## src/rtl/core/stl_pkg.sv

```systemverilog
`default_nettype none

package stl_pkg;

   localparam int POS_BITS_DEFAULT = 16;
   localparam logic [15:0] LEN_MAX = 16'hFFFF;

   // Byte codes the scanner looks for.
   localparam logic [7:0] CH_NUL   = 8'h00;
   localparam logic [7:0] CH_NL    = 8'h0A;
   localparam logic [7:0] CH_SLASH = 8'h2F;
   localparam logic [7:0] CH_STAR  = 8'h2A;
   localparam logic [7:0] CH_UNDER = 8'h5F;

   typedef enum logic [4:0] {
      TOK_EXIT     = 5'd0,
      TOK_INTLIT   = 5'd1,
      TOK_SEMI     = 5'd2,
      TOK_LPAREN   = 5'd3,
      TOK_RPAREN   = 5'd4,
      TOK_FILEEND  = 5'd5,
      TOK_INT      = 5'd6,
      TOK_IDENT    = 5'd7,
      TOK_EQ       = 5'd8,
      TOK_PLUS     = 5'd9,
      TOK_MINUS    = 5'd10,
      TOK_STAR     = 5'd11,
      TOK_SLASH    = 5'd12,
      TOK_LCURL    = 5'd13,
      TOK_RCURL    = 5'd14,
      TOK_COMMA    = 5'd15,
      TOK_RETURN   = 5'd16,
      TOK_UNCLOSED = 5'd17
   } tok_kind_type;

   typedef struct packed {
      tok_kind_type kind;
      logic [15:0]  start;
      logic [15:0]  length;
      logic         last;
   } result_type;

   // Up to two results leave the scanner for one byte.
   typedef struct packed {
      logic       v0;
      logic       v1;
      result_type r0;
      result_type r1;
   } scan_out_type;

   localparam logic [15:0] KW_LEN [3] = '{16'd4, 16'd3, 16'd6};
   localparam tok_kind_type KW_KIND [3] = '{TOK_EXIT, TOK_INT, TOK_RETURN};

   function automatic logic is_letter(input logic [7:0] c);
      return (c >= "a" && c <= "z") || (c >= "A" && c <= "Z") || c == CH_UNDER;
   endfunction

   function automatic logic is_digit(input logic [7:0] c);
      return c >= "0" && c <= "9";
   endfunction

   // Character idx of keyword k (0 exit, 1 int, 2 return).
   function automatic logic [7:0] kw_char(input logic [1:0] k, input logic [2:0] idx);
      logic [7:0] c;
      c = CH_NUL;
      unique case (k)
         2'd0: begin
            unique case (idx)
               3'd0: c = "e";
               3'd1: c = "x";
               3'd2: c = "i";
               3'd3: c = "t";
               default: c = CH_NUL;
            endcase
         end
         2'd1: begin
            unique case (idx)
               3'd0: c = "i";
               3'd1: c = "n";
               3'd2: c = "t";
               default: c = CH_NUL;
            endcase
         end
         2'd2: begin
            unique case (idx)
               3'd0: c = "r";
               3'd1: c = "e";
               3'd2: c = "t";
               3'd3: c = "u";
               3'd4: c = "r";
               3'd5: c = "n";
               default: c = CH_NUL;
            endcase
         end
         default: c = CH_NUL;
      endcase
      return c;
   endfunction

   // Drops every keyword that the byte at offset len of the word rules out.
   function automatic logic [2:0] kw_keep(input logic [2:0] kw, input logic [15:0] len,
                                          input logic [7:0] c);
      logic [2:0] keep;
      for (int k = 0; k < 3; k++) begin
         keep[k] = kw[k] && (len < KW_LEN[k]) && (kw_char(2'(k), len[2:0]) == c);
      end
      return keep;
   endfunction

   function automatic tok_kind_type word_kind(input logic [2:0] kw, input logic [15:0] len);
      tok_kind_type kind;
      kind = TOK_IDENT;
      for (int k = 0; k < 3; k++) begin
         if (kw[k] && len == KW_LEN[k]) begin
            kind = KW_KIND[k];
         end
      end
      return kind;
   endfunction

   function automatic logic is_single(input logic [7:0] c);
      return c == ";" || c == "(" || c == ")" || c == "=" || c == "+" || c == "-" ||
             c == CH_STAR || c == "{" || c == "}" || c == ",";
   endfunction

   function automatic tok_kind_type single_kind(input logic [7:0] c);
      tok_kind_type kind;
      kind = TOK_SEMI;
      unique case (c)
         "(":     kind = TOK_LPAREN;
         ")":     kind = TOK_RPAREN;
         "=":     kind = TOK_EQ;
         "+":     kind = TOK_PLUS;
         "-":     kind = TOK_MINUS;
         CH_STAR: kind = TOK_STAR;
         "{":     kind = TOK_LCURL;
         "}":     kind = TOK_RCURL;
         ",":     kind = TOK_COMMA;
         default: kind = TOK_SEMI;
      endcase
      return kind;
   endfunction

   function automatic result_type make_res(input tok_kind_type kind, input logic [15:0] start,
                                           input logic [15:0] length);
      result_type r;
      r.kind   = kind;
      r.start  = start;
      r.length = length;
      r.last   = 1'b0;
      return r;
   endfunction

endpackage

`default_nettype wire

```

## src/rtl/core/source_text_lexer.sv

```systemverilog
// Channel  | Direction | Handshake                | Beat contents
// req      | in        | req_valid / req_stall    | req_ch: one source byte, 0 ends the text
// rsp      | out       | rsp_valid / rsp_stall    | token type, start, length, last_of_run
//
// A byte is taken into an input register; from there the scanner processes it and
// writes zero, one or two token beats into a four-entry queue, whose head drives rsp.
// With rsp never stalled a byte is taken every cycle while the queue keeps room for two;
// a long run of two-token bytes settles at the drain rate, one token beat per cycle.
// Reset is synchronous and puts the scanner at offset 0, idle between tokens.
// req_stall rises while a byte waits and the queue has fewer than two free slots.
`default_nettype none

module source_text_lexer #(
   parameter int POS_BITS = stl_pkg::POS_BITS_DEFAULT
) (
   input  wire logic                   clock,
   input  wire logic                   reset,
   input  wire logic                   req_valid,
   output logic                        req_stall,
   input  wire logic [7:0]             req_ch,
   output logic                        rsp_valid,
   input  wire logic                   rsp_stall,
   output stl_pkg::tok_kind_type       rsp_token_type,
   output logic [15:0]                 rsp_tok_start,
   output logic [15:0]                 rsp_tok_length,
   output logic                        rsp_last_of_run
);

   // Input register: holds one byte until the scanner can take it.
   logic                  in_valid_ff, in_valid_in;
   logic [7:0]            in_ch_ff;
   logic                  accept;
   logic                  take;
   logic                  room2;
   stl_pkg::scan_out_type scan_out;
   stl_pkg::result_type   out_res;

   // The scanner consumes the held byte whenever the queue can absorb the
   // worst case of two tokens, so the input register frees up in the same cycle.
   assign take      = in_valid_ff && room2;
   assign req_stall = in_valid_ff && !room2;
   assign accept    = req_valid && !req_stall;

   always_comb begin
      in_valid_in = in_valid_ff;
      if (accept) begin
         in_valid_in = 1'b1;
      end else if (take) begin
         in_valid_in = 1'b0;
      end
   end

   always_ff @(posedge clock) begin
      if (accept) begin
         in_ch_ff <= req_ch;
      end
      if (reset) begin
         in_valid_ff <= 1'b0;
      end else begin
         in_valid_ff <= in_valid_in;
      end
   end

   stl_scan #(
      .POS_BITS (POS_BITS)
   ) u_scan (
      .clock    (clock),
      .reset    (reset),
      .take     (take),
      .ch       (in_ch_ff),
      .scan_out (scan_out)
   );

   stl_outq u_outq (
      .clock     (clock),
      .reset     (reset),
      .push      (take),
      .scan_out  (scan_out),
      .room2     (room2),
      .out_valid (rsp_valid),
      .out_stall (rsp_stall),
      .out_res   (out_res)
   );

   // Result beat fields come straight from the queue head.
   assign rsp_token_type  = out_res.kind;
   assign rsp_tok_start   = out_res.start;
   assign rsp_tok_length  = out_res.length;
   assign rsp_last_of_run = out_res.last;

endmodule

`default_nettype wire

```

## src/rtl/core/stl_scan.sv

```systemverilog
`default_nettype none

// Scan state and the per-byte next-state logic.
module stl_scan #(
   parameter int POS_BITS = stl_pkg::POS_BITS_DEFAULT
) (
   input  wire logic                 clock,
   input  wire logic                 reset,
   input  wire logic                 take,
   input  wire logic [7:0]           ch,
   output stl_pkg::scan_out_type     scan_out
);

   typedef enum logic [2:0] {
      MODE_IDLE  = 3'd0,
      MODE_WORD  = 3'd1,
      MODE_NUM   = 3'd2,
      MODE_SLASH = 3'd3,
      MODE_LINE  = 3'd4,
      MODE_BLOCK = 3'd5,
      MODE_BSTAR = 3'd6
   } mode_type;

   mode_type              mode_ff, mode_in;
   logic [POS_BITS-1:0]   pos_ff, pos_in;
   logic [POS_BITS-1:0]   start_ff, start_in;
   logic [15:0]           len_ff, len_in;
   logic [2:0]            kw_ff, kw_in;
   logic [15:0]           len_grow;
   logic                  as_idle;
   logic                  clear;
   stl_pkg::result_type   idle_res;
   logic                  idle_emit;

   always_comb begin
      mode_in   = mode_ff;
      pos_in    = pos_ff + POS_BITS'(1);
      start_in  = start_ff;
      len_in    = len_ff;
      kw_in     = kw_ff;
      as_idle   = 1'b0;
      clear     = 1'b0;
      idle_emit = 1'b0;
      idle_res  = stl_pkg::make_res(stl_pkg::TOK_FILEEND, 16'(pos_ff), 16'd0);
      scan_out  = '0;
      len_grow  = (len_ff == stl_pkg::LEN_MAX) ? len_ff : len_ff + 16'd1;

      unique case (mode_ff)
         MODE_WORD: begin
            if (ch != stl_pkg::CH_NUL && (stl_pkg::is_letter(ch) || stl_pkg::is_digit(ch))) begin
               kw_in  = stl_pkg::kw_keep(kw_ff, len_ff, ch);
               len_in = len_grow;
            end else begin
               scan_out.v0 = 1'b1;
               scan_out.r0 = stl_pkg::make_res(stl_pkg::word_kind(kw_ff, len_ff),
                                               16'(start_ff), len_ff);
               as_idle     = 1'b1;
            end
         end
         MODE_NUM: begin
            if (stl_pkg::is_digit(ch)) begin
               len_in = len_grow;
            end else begin
               scan_out.v0 = 1'b1;
               scan_out.r0 = stl_pkg::make_res(stl_pkg::TOK_INTLIT, 16'(start_ff), len_ff);
               as_idle     = 1'b1;
            end
         end
         MODE_SLASH: begin
            if (ch == stl_pkg::CH_SLASH) begin
               mode_in = MODE_LINE;
            end else if (ch == stl_pkg::CH_STAR) begin
               mode_in = MODE_BLOCK;
               len_in  = len_grow;
            end else begin
               scan_out.v0 = 1'b1;
               scan_out.r0 = stl_pkg::make_res(stl_pkg::TOK_SLASH, 16'(start_ff), 16'd1);
               as_idle     = 1'b1;
            end
         end
         MODE_LINE: begin
            if (ch == stl_pkg::CH_NUL) begin
               as_idle = 1'b1;
            end else if (ch == stl_pkg::CH_NL) begin
               mode_in = MODE_IDLE;
            end
         end
         MODE_BLOCK, MODE_BSTAR: begin
            if (ch == stl_pkg::CH_NUL) begin
               scan_out.v0 = 1'b1;
               scan_out.r0 = stl_pkg::make_res(stl_pkg::TOK_UNCLOSED, 16'(start_ff), len_ff);
               clear       = 1'b1;
            end else begin
               len_in = len_grow;
               if (ch == stl_pkg::CH_STAR) begin
                  mode_in = MODE_BSTAR;
               end else if (ch == stl_pkg::CH_SLASH && mode_ff == MODE_BSTAR) begin
                  mode_in = MODE_IDLE;
               end else begin
                  mode_in = MODE_BLOCK;
               end
            end
         end
         default: begin
            as_idle = 1'b1;
         end
      endcase

      if (as_idle) begin
         mode_in = MODE_IDLE;
         if (ch == stl_pkg::CH_NUL) begin
            idle_emit = 1'b1;
            clear     = 1'b1;
         end else if (stl_pkg::is_letter(ch)) begin
            mode_in  = MODE_WORD;
            start_in = pos_ff;
            kw_in    = stl_pkg::kw_keep(3'b111, 16'd0, ch);
            len_in   = 16'd1;
         end else if (stl_pkg::is_digit(ch)) begin
            mode_in  = MODE_NUM;
            start_in = pos_ff;
            len_in   = 16'd1;
         end else if (ch == stl_pkg::CH_SLASH) begin
            mode_in  = MODE_SLASH;
            start_in = pos_ff;
            len_in   = 16'd1;
         end else if (stl_pkg::is_single(ch)) begin
            idle_emit = 1'b1;
            idle_res  = stl_pkg::make_res(stl_pkg::single_kind(ch), 16'(pos_ff), 16'd1);
         end
      end

      if (idle_emit) begin
         if (scan_out.v0) begin
            scan_out.v1 = 1'b1;
            scan_out.r1 = idle_res;
         end else begin
            scan_out.v0 = 1'b1;
            scan_out.r0 = idle_res;
         end
      end
      scan_out.r0.last = !scan_out.v1;
      scan_out.r1.last = 1'b1;

      if (clear) begin
         mode_in  = MODE_IDLE;
         pos_in   = '0;
         start_in = '0;
         len_in   = 16'd0;
         kw_in    = 3'b111;
      end
   end

   always_ff @(posedge clock) begin
      if (reset) begin
         mode_ff  <= MODE_IDLE;
         pos_ff   <= '0;
         start_ff <= '0;
         len_ff   <= 16'd0;
         kw_ff    <= 3'b111;
      end else if (take) begin
         mode_ff  <= mode_in;
         pos_ff   <= pos_in;
         start_ff <= start_in;
         len_ff   <= len_in;
         kw_ff    <= kw_in;
      end
   end

endmodule

`default_nettype wire

```

## src/rtl/core/stl_outq.sv

```systemverilog
`default_nettype none

// Four-entry result queue: up to two writes per cycle, one read.
module stl_outq (
   input  wire logic                  clock,
   input  wire logic                  reset,
   input  wire logic                  push,
   input  wire stl_pkg::scan_out_type scan_out,
   output logic                       room2,
   output logic                       out_valid,
   input  wire logic                  out_stall,
   output stl_pkg::result_type        out_res
);

   stl_pkg::result_type entries_ff [4];
   logic [1:0] wr_ptr_ff, wr_ptr_in;
   logic [1:0] rd_ptr_ff, rd_ptr_in;
   logic [2:0] count_ff, count_in;
   logic       pop;
   logic [2:0] n_push;

   assign room2     = count_ff <= 3'd2;
   assign out_valid = count_ff != 3'd0;
   assign out_res   = entries_ff[rd_ptr_ff];
   assign pop       = out_valid && !out_stall;

   always_comb begin
      n_push = 3'd0;
      if (push) begin
         n_push = {2'b00, scan_out.v0} + {2'b00, scan_out.v1};
      end
      wr_ptr_in = wr_ptr_ff + n_push[1:0];
      rd_ptr_in = rd_ptr_ff + {1'b0, pop};
      count_in  = count_ff + n_push - {2'b00, pop};
   end

   always_ff @(posedge clock) begin
      if (push && scan_out.v0) begin
         entries_ff[wr_ptr_ff] <= scan_out.r0;
      end
      if (push && scan_out.v1) begin
         entries_ff[wr_ptr_ff + 2'd1] <= scan_out.r1;
      end
      if (reset) begin
         wr_ptr_ff <= 2'd0;
         rd_ptr_ff <= 2'd0;
         count_ff  <= 3'd0;
      end else begin
         wr_ptr_ff <= wr_ptr_in;
         rd_ptr_ff <= rd_ptr_in;
         count_ff  <= count_in;
      end
   end

endmodule

`default_nettype wire

```

## config.mk

```make
export PLATFORM = sky130hd
export DESIGN_NAME = source_text_lexer
export DESIGN_NICKNAME = d
export VERILOG_FILES = /design/src/rtl/core/stl_pkg.sv /design/src/rtl/core/source_text_lexer.sv /design/src/rtl/core/stl_scan.sv /design/src/rtl/core/stl_outq.sv
export SDC_FILE = /design/constraint.sdc
export NUM_CORES = 1
export LEC_CHECK = 0
export ABC_CLOCK_PERIOD_IN_PS = 9800
export CELL_PAD_IN_SITES_DETAIL_PLACEMENT = 0
export CELL_PAD_IN_SITES_GLOBAL_PLACEMENT = 1
export CORE_ASPECT_RATIO = 1.5
export CORE_MARGIN = 10
export CORE_UTILIZATION = 50
export CTS_BUF_LIST = sky130_fd_sc_hd__clkbuf_8
export DETAILED_ROUTE_END_ITERATION = 10
export DONT_BUFFER_PORTS = 1
export PLACE_DENSITY = 0.89
export SLEW_MARGIN = 20
export SYNTH_ARGS = -nofsm -noshare
export SYNTH_HDL_FRONTEND = slang
export SYNTH_SLANG_ARGS = --single-unit
```

## constraint.sdc

```tcl
create_clock -name clock -period 9.8 [get_ports clock]
set_clock_uncertainty 0.1 [all_clocks]
set_input_delay 1.96 -clock clock [delete_from_list [all_inputs] [get_ports clock]]
set_output_delay 1.96 -clock clock [all_outputs]
set_load 0.1 [all_outputs]
```

==> flow_metrics.tcl, run 1 <==
set metrics [dict create \
    powerDensity_nw_per_um2 196 \
    syn_avg_cell_area_sq_um 10.9 \
    final_cell_area_sq_um 11700 \
    cts_hold_buffers 0 \
    slowest_stage "inv_1" \
    die_height_um 202 \
    arrival_ns 5.25 \
    drt_pre_antenna_iters 5 \
    setup_violations 0 \
    clk_latency_ns 0.53 \
    min_period_ns 5.28 \
    min_delay_path_depth 1 \
    netlist_area_sq_um 11100 \
    synth_most_common_cell "dfxtp_1" \
    path_cells "nor4b_2, a41oi_2, or3_1, inv_2, ha_1, nand2b_1, or2_1, and2_1, inv_1" \
    cap_violations 0 \
    ys_seq_elements 222 \
    core_area_sq_um 21800 \
    synth_edf_count 92 \
    port_buffers 0 \
    postSynthCellCount 1020 \
    die_area_sq_um 28700 \
    rrSetupSlack_ns 4.52 \
    grt_usage 0.194 \
    fill_cells 1898 \
    critPathCaptureType "flop" \
    ctsHtreeMaxLevel 2 \
    hold_path.class "flop to flop" \
    antenna_found_initial 0 \
    start_util 0.509 \
    yosysTopAreaCell "edfxtp_1" \
    ir_worst_vdd_uv 80.6 \
    fmax_mhz 189 \
    ys_warn_count 0 \
    grt_max_degree 43 \
    synthToLayoutAreaGrowth_pct 5.26 \
    drv_slew 0 \
    path_depth 9 \
    rsz0062_at_grt "no" \
    cp_max_fo 25 \
    dpl.hpwl_mm 19.1 \
    cts_tree "yes" \
    worst-r2r-cell-count 9 \
    cts_sinks 222 \
    synth_top_area_frac 0.249 \
    wl_per_cell_um 22.6 \
    worstSetupStartpointType "flop" \
    drt_iter0_markers 776 \
    critical_path_class "flop to flop" \
    fin_nets 992 \
    cp_data_required_time_ns 9.77 \
    synth.net_count 1047 \
    chipWidth_um 142 \
    drive_above_1_share 0.116 \
    clockBufferDepth 3 \
    numCtsBuffers 34 \
    status "completed" \
    yosys-top-cells-count "dfxtp_1 (130), a22o_1 (128), edfxtp_1 (92)" \
    async_reset_ff_frac 0 \
    max-slew-margin-rel 0.246 \
    slowest_delay_ns 0.73 \
    cts_setup_buffers 0 \
    synthDistinctLibCells 85 \
    multi_input_area_sq_um 5200 \
    synth.area.top_cells "edfxtp_1 (25%), dfxtp_1 (23%), a22o_1 (10%)" \
    grt_pass1_vias 8195 \
    ant_nets 0 \
    cts.clk_slew.worst_paths_ns 0.07 \
    path_buf_inv 2 \
    place_area_sq_um 11000 \
    path_delay_family "simple AND/OR/NAND/NOR gates" \
    hold_violations 0 \
    ys.flop_type "dfxtp_1" \
    num_vias 8314 \
    cts_root_buf "clkbuf_8" \
    post-route-period-util 0.539 \
    routabilityCongestion 0.945 \
    grt_pass1_wl_mm 45.4 \
    power_leakage_nw 3.92 \
    ys_seq_area_frac 0.484 \
    num_antenna_cells 0 \
    drc_errors 0 \
    drt-total-wl_mm 28.5 \
    ios 52 \
    fin_setup_tns_ns 0 \
    fp-row-count 66 \
    regArea_sq_um 5370 \
    cts_resized 0 \
    grt_remaining_overflow 0 \
    tightest_slew_ns 1.13 \
    vias_per_cell 6.59 \
]
[state kept, by name, indices dropped and copies added, names as in the netlist]
register	cells
u_scan.mode_ff	3
u_scan.kw_ff	3
in_valid_ff	1
u_scan.start_ff	16
u_outq.wr_ptr_ff	2
u_outq.rd_ptr_ff	2
u_outq.count_ff	3
u_scan.len_ff	16
u_outq.entries_ff	152
in_ch_ff	8
u_scan.pos_ff	16
[final timing paths]
| check | start | to |
|---|---|---|
| max reg2reg | in_ch_ff[4] | u_outq.entries_ff[3][26] |
| min reg2reg | u_outq.entries_ff[2][9] | u_outq.entries_ff[2][9] |
| max | in_ch_ff[4] | u_outq.entries_ff[3][26] |
| min | u_outq.entries_ff[2][9] | u_outq.entries_ff[2][9] |
[cell families (layout without fill, tap and decap cells)]
family / after synthesis / count (layout) / synth area share
AOI/OAI and AO/OA: 290 / 290 / 0.200
xor gates and xnor gates: 27 / 27 / 0.0213
adders and majority gates: 15 / 15 / 0.0176
buffers and inverters: 119 / 88 / 0.0483
DFF: 222 / 222 / 0.484
muxes: 49 / 49 / 0.0874
and+or+nand+nor: 298 / 298 / 0.141
[per-stage QoR]
step                setup WS [ns]  utilization  total power, mW  cells  hold WS [ns]
floorplan                    5.51            -             1.52   1020         0.344
global placement             4.75        0.507             1.59   1201         0.356
detailed placement           4.60        0.507             1.59   1201         0.361
CTS                          4.61        0.535             2.31   1261         0.377
global route                 4.15        0.535             2.37   1261         0.386
finish                       4.52        0.535             2.29   1261         0.378
[cell usage in the layout, fill, tap and decap left out, drive strengths merged, types with 5 or more instances in the layout]
cell type  instances
nor4              10
dfxtp            130
o2bb2ai            6
o22ai             17
mux2i              8
nand2             60
xor2              17
o21ai             24
buf               10
nand4             28
edfxtp            92
o21a               5
or4                5
nor2b             13
mux4              38
a21oi             44
xnor2             10
nor2              79
and2              10
a22o             128
ha                14
or3                6
nor3              14
nand3             28
nand3b             7
clkinv             5
a21o               8
clkbuf            38
o32ai              5
nand2b             6
and3               9
a31oi             14
inv               34
[power breakdown]
group | total (mW) | internal, mW | leakage, nW | switching, mW
sequential | 1.02 | 0.978 | 1.86 | 0.0427
combinational | 0.547 | 0.131 | 1.69 | 0.416
clock | 0.720 | 0.359 | 0.373 | 0.361
[area by class of cell]
class	count	area share
Timing Repair Buffer	10	0.00643
Tap cell	272	0.0292
Clock inverter	22	0.00879
Inverter	18	0.00579
Sequential cell	222	0.460
Multi-Input combinational cell	679	0.445
Clock buffer	38	0.0448
[routing by layer]
| metal | vias to the layer above | wire (um) | track usage |
|---|---|---|---|
| met4 | 0 | 1090 | 0.0886 |
| met5 | - | 0 | 0 |
| li1 | 3810 | - | - |
| met2 | 276 | 15500 | 0.356 |
| met1 | 4151 | 10600 | 0.212 |
| met3 | 77 | 1260 | 0.0275 |
Note: power is estimated with default switching activity, not from simulation.
==> run 2: changes to the inputs <==
ABC_AREA = 1   (was default)
ABC_CLOCK_PERIOD_IN_PS = 4480   (was 9800)
CORE_UTILIZATION = 44   (was 50)
clock period = 4.48 ns   (was 9.8 ns; I/O delays follow)
==> run 2 against run 1 <==
Total power increased to 3.5 times the previous value. Sequential share of layout area fell by 8.4 points. Area after synthesis up 14%. Combinational power increased to 6.8 times the previous value. Design area rose by 22%. Critical endpoint is now u_outq.entries_ff[1][5]. Highest routed layer unchanged.
==> flow_metrics.tcl, run 2 <==
set metrics [dict create \
    status "completed" \
    ctsHtreeMaxLevel 2 \
    core_area_sq_um 28200 \
    place_area_sq_um 13500 \
    ys_seq_area_frac 0.424 \
    yosys-top-cells-count "nand2_1 (546), nor2_1 (243), o21ai_0 (185)" \
    regMostFlops "u_outq.entries_ff" \
    crit_end "u_outq.entries_ff[1][5]" \
    path_depth 19 \
    synthToLayoutAreaGrowth_pct 12.9 \
    p_sw_frac 0.482 \
    clockBufferDepth 3 \
    cp-startpoint "in_ch_ff[0]" \
    port_buffers 0 \
    path_delay_family "simple AND/OR/NAND/NOR gates" \
    instances_no_fill 2153 \
    synth_compound_area_frac 0.137 \
    cts_root_buf "clkbuf_8" \
    die_height_um 228 \
    synth_most_common_cell "nand2_1" \
    post-route-period-util 0.849 \
    ys.flop_type "dfxtp_1" \
    synthMuxAreaShare 0 \
    grt_usage 0.213 \
    synthDistinctLibCells 48 \
    clk_latency_ns 0.54 \
    worst-r2r-cell-count 19 \
    drc_errors 0 \
    grt_max_degree 78 \
    path_cells "nand2_2, a21oi_2, nand2_1, nand2_2, nand3_4, nand3_4, inv_2, nor2_4, ha_1, inv_1, nor2_1, inv_1, nor3_2, buf_4, inv_1, nand2_1, inv_2, nand2_1, o21ai_0" \
    drt_iter0_markers 924 \
    worstSetupStartpointType "flop" \
    fin_nets 1806 \
    chipWidth_um 158 \
    num_antenna_cells 0 \
    crit-reg2reg-launch "in_ch_ff[0]" \
    start_util 0.449 \
    cts_setup_buffers 0 \
    dp.cells 2087 \
    cts_sinks 222 \
    critPathCaptureType "flop" \
    fmax_mhz 263 \
    synth_top_area_frac 0.219 \
    routabilityCongestion 0.926 \
    p_clk_frac 0.246 \
    vias_per_cell 5.46 \
    path_buf_inv 6 \
    setup_violations 0 \
    drt-total-wl_mm 38.7 \
    slowest_stage "edfxtp_1" \
    timing.rr.end "u_outq.entries_ff[1][5]" \
    fin_setup_tns_ns 0 \
    grt_pass1_wl_mm 61.5 \
    hold_path.class "primary input to flop" \
    numCtsBuffers 36 \
    critical_path_class "flop to flop" \
    ios 52 \
    power_leakage_nw 5.96 \
    grt_remaining_overflow 0 \
    fp-row-count 75 \
    layout_common_cells "nand2_1 (546), nor2_1 (242), o21ai_0 (185), dfxtp_1 (129), inv_1 (100)" \
    largest_reg_flops 152 \
    cts.clk_slew.worst_paths_ns 0.07 \
    grt_pass1_vias 11300 \
    power_frac_comb 0.466 \
    total_power_mw 7.99 \
    pwr-share-seq 0.287 \
    rrSetupSlack_ns 0.68 \
    final_common_cell "nand2_1" \
    postSynthCellCount 1762 \
    fill_cells 2795 \
    num_vias 11800 \
    synth.net_count 1789 \
    synthXorXnorAreaFrac 0.0159 \
    post-route-util 0.507 \
    ys_warn_count 0 \
    max-slew-margin-rel 0.350 \
    ir_worst_vdd_uv 413 \
    intPower_mw 4.14 \
    hold_violations 0 \
    min_period_ns 3.80 \
    cp_data_required_time_ns 4.81 \
    async_reset_ff_frac 0 \
    p_sw_mw 3.85 \
    synth.area.top_cells "edfxtp_1 (22%), dfxtp_1 (21%), nand2_1 (16%)" \
    cts_tree "yes" \
    dpl.hpwl_mm 27.6 \
    tightest_slew_ns 0.973 \
    synth_top_family_by_area "simple AND/OR/NAND/NOR gates" \
    cts_resized 0 \
    arrival_ns 4.13 \
    cp_max_fo 21 \
    ant_nets 0 \
    wl_per_cell_um 18.0 \
    dp_slack_ns 0.680 \
    die_area_sq_um 36000 \
    drt_pre_antenna_iters 6 \
    synth_edf_count 92 \
    yosysTopAreaCell "edfxtp_1" \
    synth-simple-area-share 0.339 \
    setup_ws_ns 0.678 \
    powerDensity_nw_per_um2 560 \
    ys_seq_elements 222 \
    antenna_found_initial 0 \
    holdWs_ns 0.333 \
    synth_fa_ha_area_frac 0.0154 \
    slowest_delay_ns 0.60 \
    cts_hold_buffers 0 \
    netlist_area_sq_um 12600 \
    syn_avg_cell_area_sq_um 7.17 \
    final_cell_area_sq_um 14300 \
    drv_slew 0 \
    cap_violations 0 \
    rsz0062_at_grt "no" \
    drive_above_1_share 0.151 \
]
==> run 2: changes by cell type after synthesis, moves of 17 or more <==
cell,previous run,this run
a22o_1,128,0
inv_1,17,95
inv_2,1,18
mux4_2,38,0
nand2_1,60,546
nand2_2,0,22
nand3_1,28,76
nor2_1,77,243
o21ai_0,15,185
o22ai_1,17,40
==> run 2: worst min path at each step <==
stage	start	end	slack [ns]	depth (start not counted)
after floorplan	u_outq.entries_ff[1][10]	u_outq.entries_ff[1][10]	0.32	2
after global placement	u_outq.entries_ff[1][6]	u_outq.entries_ff[1][6]	0.33	2
after detailed placement	u_outq.entries_ff[2][14]	u_outq.entries_ff[2][14]	0.34	2
after CTS	reset	u_scan.mode_ff[2]	0.30	1
after global routing	reset	u_scan.pos_ff[15]	0.30	1
final	reset	u_scan.mode_ff[2]	0.33	1
==> run 2: area by class of cell <==
| cell class | count | area (sq um) | area share |
|---|---|---|---|
| repair buffers | 62 | 515 | 0.0361 |
| inverters | 120 | 462 | 0.0323 |
| well taps | 346 | 433 | 0.0303 |
| clock inverters | 22 | 205 | 0.0144 |
| clock buffers | 44 | 606 | 0.0424 |
| flip-flops and latches | 222 | 5370 | 0.376 |
| multi-input cells | 1337 | 6690 | 0.468 |
==> run 2: layer usage <==
layer / up-vias / global-route usage / routed length [um]
met3: 90 / 0.0319 / 1740
met2: 329 / 0.387 / 20100
met1: 5533 / 0.242 / 15400
met4: 0 / 0.0887 / 1440
li1: 5808 / - / -
met5: - / 0 / 0
==> run 2: kinds of logic (layout without fill, tap and decap cells) <==
logic type,count (synthesis),after routing
compound gates,316,316
fa+ha+maj,15,15
simple gates,983,983
buf+inv,203,248
xor+xnor,23,23
flops,222,222
==> run 2: power by group through the flow <==
stage	clock [mW]	sequential (mW)	combinational, mW
6_report	1.97	2.30	3.72
5_1_grt	2.09	2.31	3.95
4_1_cts	2.01	2.30	3.74
3_5_place_dp	0	2.34	3.73
3_3_place_gp	0	2.34	3.71
2_1_floorplan	0	2.30	2.61
